$ cat src/rtl/bsgs_pkg.sv
// Shared types and constants of the background subtraction unit.
// Used by bsgs_update and the top module; it depends on nothing else.
package bsgs_pkg;

    localparam int CFG_IDX_W  = 3;
    localparam int CFG_DATA_W = 9;

    localparam logic [CFG_IDX_W-1:0] CFG_DIFF_THRESHOLD = 3'd0;
    localparam logic [CFG_IDX_W-1:0] CFG_BLEND_WEIGHT   = 3'd1;
    localparam logic [CFG_IDX_W-1:0] CFG_UPDATE_MODE    = 3'd2;
    localparam logic [CFG_IDX_W-1:0] CFG_GHOST_LIMIT    = 3'd3;
    localparam logic [CFG_IDX_W-1:0] CFG_COLOR_MODE     = 3'd4;

    localparam logic [1:0] MODE_NO_BLEND  = 2'd0;
    localparam logic [1:0] MODE_BLEND_ALL = 2'd1;
    localparam logic [1:0] MODE_BLEND_BKG = 2'd2;

    localparam logic [7:0] COUNT_MAX  = 8'd255;
    localparam logic [8:0] WEIGHT_ONE = 9'd256;

    // Luma weights in Q14 and the rounding bias.
    localparam logic [21:0] GRAY_R_COEF = 22'd4899;
    localparam logic [21:0] GRAY_G_COEF = 22'd9617;
    localparam logic [21:0] GRAY_B_COEF = 22'd1868;
    localparam logic [21:0] GRAY_BIAS   = 22'd8192;

    typedef struct packed {
        logic [7:0] diff_threshold;
        logic [8:0] blend_weight;
        logic [1:0] update_mode;
        logic [7:0] ghost_limit;
        logic       color_mode;
    } bsgs_cfg_t;

    // Blue sits in the lowest byte, as in the background store.
    typedef struct packed {
        logic [7:0] red;
        logic [7:0] green;
        logic [7:0] blue;
    } bgr_t;

    typedef struct packed {
        logic [7:0] count;
        bgr_t       bkg;
    } bsgs_entry_t;

    typedef struct packed {
        logic        fg;
        bsgs_entry_t entry;
    } bsgs_upd_t;

endpackage

$ cat src/rtl/bsgs_update.sv
// Per-pixel decision and background update: foreground test, blend, run count
// and ghost overwrite. Depends on bsgs_pkg.
module bsgs_update (
    input  bsgs_pkg::bsgs_cfg_t   cfg,
    input  logic                  load,
    input  bsgs_pkg::bgr_t        pix,
    input  bsgs_pkg::bsgs_entry_t stored,
    output bsgs_pkg::bsgs_upd_t   upd
);
    import bsgs_pkg::*;

    function automatic logic [7:0] absdiff8(input logic [7:0] a, input logic [7:0] b);
        return (a > b) ? (a - b) : (b - a);
    endfunction

    function automatic logic [7:0] blend8(input logic [7:0] p, input logic [7:0] b,
                                          input logic [8:0] w);
        logic [16:0] acc;
        acc = 17'(w) * 17'(p) + 17'(WEIGHT_ONE - w) * 17'(b) + 17'd128;
        return acc[15:8];
    endfunction

    logic [8:0]  weight;
    bgr_t        bkg;
    bgr_t        blended;
    logic        fg;
    logic        do_blend;
    logic [7:0]  count_inc;

    assign weight = (cfg.blend_weight > WEIGHT_ONE) ? WEIGHT_ONE : cfg.blend_weight;

    // In gray mode the upper channels of both pixel and background are zero,
    // so they never flag foreground and blend to zero.
    always_comb
    begin
        bkg.blue  = stored.bkg.blue;
        bkg.green = cfg.color_mode ? stored.bkg.green : 8'd0;
        bkg.red   = cfg.color_mode ? stored.bkg.red : 8'd0;
    end

    assign fg = (absdiff8(pix.blue, bkg.blue) > cfg.diff_threshold)
             || (absdiff8(pix.green, bkg.green) > cfg.diff_threshold)
             || (absdiff8(pix.red, bkg.red) > cfg.diff_threshold);

    assign blended.blue  = blend8(pix.blue, bkg.blue, weight);
    assign blended.green = blend8(pix.green, bkg.green, weight);
    assign blended.red   = blend8(pix.red, bkg.red, weight);

    assign do_blend  = (cfg.update_mode == MODE_BLEND_ALL)
                    || ((cfg.update_mode == MODE_BLEND_BKG) && !fg);
    assign count_inc = (stored.count < COUNT_MAX) ? stored.count + 8'd1 : stored.count;

    always_comb
    begin
        upd.fg          = 1'b0;
        upd.entry.count = 8'd0;
        upd.entry.bkg   = pix;
        if (!load)
        begin
            upd.fg        = fg;
            upd.entry.bkg = do_blend ? blended : bkg;
            if (fg)
            begin
                upd.entry.count = count_inc;
                if (count_inc > cfg.ghost_limit)
                begin
                    upd.entry.bkg = pix;
                end
            end
        end
    end

endmodule

$ cat config.mk
export PLATFORM = sky130hd
export DESIGN_NAME = bsgs_update
export DESIGN_NICKNAME = d
export VERILOG_FILES = /design/src/rtl/bsgs_pkg.sv /design/src/rtl/bsgs_update.sv
export SDC_FILE = /design/constraint.sdc
export NUM_CORES = 1
export LEC_CHECK = 0
export BUFFER_PORTS_ARGS = -buffer_cell sky130_fd_sc_hd__buf_2
export CAP_MARGIN = 30
export CORE_AREA = 2 2 184 186
export DETAILED_ROUTE_END_ITERATION = 8
export DIE_AREA = 0 0 186 188
export PLACE_DENSITY = 0.74
export SLEW_MARGIN = 40
export SYNTH_ARGS = -nofsm -noshare
export SYNTH_HDL_FRONTEND = slang
export SYNTH_SLANG_ARGS = --single-unit
export TNS_END_PERCENT = 5
$ cat constraint.sdc
create_clock -name vclk -period 13.75
set_input_delay 2.75 -clock vclk [all_inputs]
set_output_delay 2.75 -clock vclk [all_outputs]
set_load 0.01 [all_outputs]
==> metrics.txt <==
status=finished clean; Wirelength per Cell=approximately 18 um; worst slew pin tran=a little over 0.8 ns; Ys Warns=0; Register Area=0 um^2; antenna violations before repair=2; # resized after CTS=0; Cell Count, Final, Fillers Out=2704; Rows=67; Area growth, synth to finish=7.14%; Die ar.=35000 um^2; DRC=0; Worst Path Arrival=around 10 ns; Gate Count Post-Synth=~2100; Crit Path Category=input pin to primary output; crit start category=input pin; max-cap violation count=0; Overall Global Routing Usage=29.2%; Die Height=188 um; leakage power=10.5 nW; # Post-CTS Setup Buffers=0; core area=around 33000 um^2; DRT iter0 DRCs=about 900; Layout Nets=approximately 3000; post-synthesis cell type count=63; CP max FO=10; Netlist Area Pre-Place=~18000 um^2; met1 GRT Util=roughly two fifths; Die W=between 150 and 200 um; Slew Limit Fails=0; sequential share of the synthesized area=0%; Tightest Hold Check Type=input pin to primary output; crit share post-route=roughly 94%; final setup vio count=0; share of cells above drive strength 1=7.76%; Period minus WS final=roughly 13 ns; Overall Power=around 0.0035 W; First-pass DRT Iterations=5; Syn Area/Cell=between 8 and 9 um^2; Max transition margin=45.3%; Top delay family on crit path=adder cells; first-pass GRT wire length=around 80000 um; Via-to-Cell Ratio=about 5.4; Finished Core Util=between 50% and 60%; Peak Freq=approximately 78 MHz; most used cell, CP=fa_1; pwr/cell area=~180 nW/um^2; Detailed Place HPWL=between 40000 and 50000 um; flip-flop and latch count=0; maximum VDD drop=roughly 0.21 mV; worst hold slack=5.95 ns; Req. time, crit path=roughly 11 ns; final hold vios=0; gr ovfl total=0; CP max stage cell=fa_1; RSZ-0062 raised after global routing=false; pin count of the biggest net entering global routing=33; worst path cell trace=buf_2, nor2b_1, or3_4, or3_4, or3_4, xor2_2, nand2_1, fa_1, inv_1, fa_1, fa_1, fa_1, fa_1, inv_1, fa_1, inv_1, ha_1, or3_1, o211ai_1, a21boi_1, o21a_1, o311ai_0, a31oi_1, buf_2; # IOs=approximately 120; vias after detailed routing=between 10000 and 15000; M3 GR Usage=roughly 3.9%; clock buffer count=0; GP Congestion=~0.95; Starting Density=54.3%; Antenna Nets Post-Route=0; element type at the critical path end=primary output; CP Buf/Inv Count=5; busiest grt layer=met2; Largest stage delay, worst path=roughly 0.58 ns; Post-CTS Hold Buffers=0; vias in the first global route=about 16000; met2 Use GR=47.7%; post-route setup TNS=0 ns; Placed Cells=around 2700; drt total wl=48400 um; port buffer count=between 100 and 150
-- cells in the mapped netlist, drive strengths merged, types with 2 or more instances --
| library cell | number | area [um^2] |
|---|---|---|
| o311ai | 3 | 26.3 |
| a21o | 18 | 135 |
| buf | 20 | 98.8 |
| mux2 | 11 | 124 |
| and3 | 14 | 87.6 |
| a211oi | 3 | 22.5 |
| o31a | 2 | 17.5 |
| a221oi | 2 | 17.5 |
| and2 | 85 | 532 |
| o2bb2ai | 2 | 17.5 |
| nor2b | 20 | 125 |
| a311oi | 2 | 17.5 |
| a22oi | 3 | 22.5 |
| nand2b | 6 | 37.5 |
| nand3b | 2 | 15.0 |
| xnor2 | 66 | 586 |
| and4 | 5 | 43.8 |
| or3 | 8 | 65.1 |
| o22a | 2 | 17.5 |
| ha | 251 | 3140 |
| o211ai | 10 | 75.1 |
| conb | 2 | 7.51 |
| nor2 | 189 | 709 |
| clkbuf | 58 | 218 |
| a41oi | 2 | 17.5 |
| o21ai | 26 | 134 |
| a21oi | 55 | 275 |
| xor2 | 23 | 209 |
| nand4 | 14 | 87.6 |
| nand3 | 17 | 85.1 |
| inv | 506 | 1900 |
| fa | 373 | 7470 |
| o21a | 11 | 82.6 |
| mux2i | 24 | 253 |
| nor3 | 15 | 75.1 |
| clkinv | 6 | 22.5 |
| nand2 | 237 | 890 |
| o22ai | 3 | 18.8 |
| a31oi | 17 | 106 |
| o21bai | 7 | 52.6 |
| o31ai | 3 | 22.5 |
-- power by group --
group              internal, W         total, W  switching, W
logic                  0.00156          0.00355       0.00199
registers                    0                0             0
clock network  0.0000000000195  0.0000000000195             0
-- worst paths after layout --
| path | start | endpoint | slack, ns | depth (start not counted) |
|---|---|---|---|---|
| setup / recovery | cfg[19] | upd[22] | 0.87 | 24 |
| hold / removal | stored[7] | upd[7] | 5.95 | 4 |
-- final cells by class --
type	instances	area [um^2]
Timing Repair Buffer	145	801
Tap cell	448	561
Multi-Input combinational cell	1597	16000
Fill cell	2976	13900
Antenna cell	2	5.00
Inverter	512	1920
-- per-stage QoR --
step | worst slack (ns) | instance area (um^2)
after floorplan | 1.42 | 18200
after global placement | 1.09 | 19200
after detailed placement | 0.931 | 19200
after CTS | 0.922 | 19200
after global routing | 0.509 | 19300
final | 0.871 | 19300
-- layout by cell type (no fill, tap or decap), drive strengths merged, types with 5 or more instances in the layout --
master and count:
inv 506, fa 373, ha 251, nand2 237, nor2 189, buf 145
and2 85, xnor2 66, a21oi 55, conb 52, o21ai 26, mux2i 24
xor2 23, nor2b 20, a21o 18, nand3 17, a31oi 17, nor3 15
and3 14, nand4 14, o21a 11, mux2 11, o211ai 10, or3 8
o21bai 7, clkinv 6, nand2b 6, and4 5
-- cell families after synthesis --
logic type / after synthesis / share of synthesized area [%]
mux: 35 / 2.09
fa+ha+maj: 624 / 59.0
other cells: 2 / 0.0418
compound gates: 181 / 6.50
simple gates: 616 / 15.5
buf+inv: 590 / 12.5
xor+xnor: 89 / 4.42
-- metal layers --
metal  vias to the layer above  part of all wire (%)  wire [um]
met5                         -                     0          0
met4                         0                   4.1       1960
met3                       124                   8.6       4170
met2                       653                    46      22500
met1                      7269                    41      19800
li1                       6652                     -          -
Note: power is estimated with default switching activity, not from simulation.
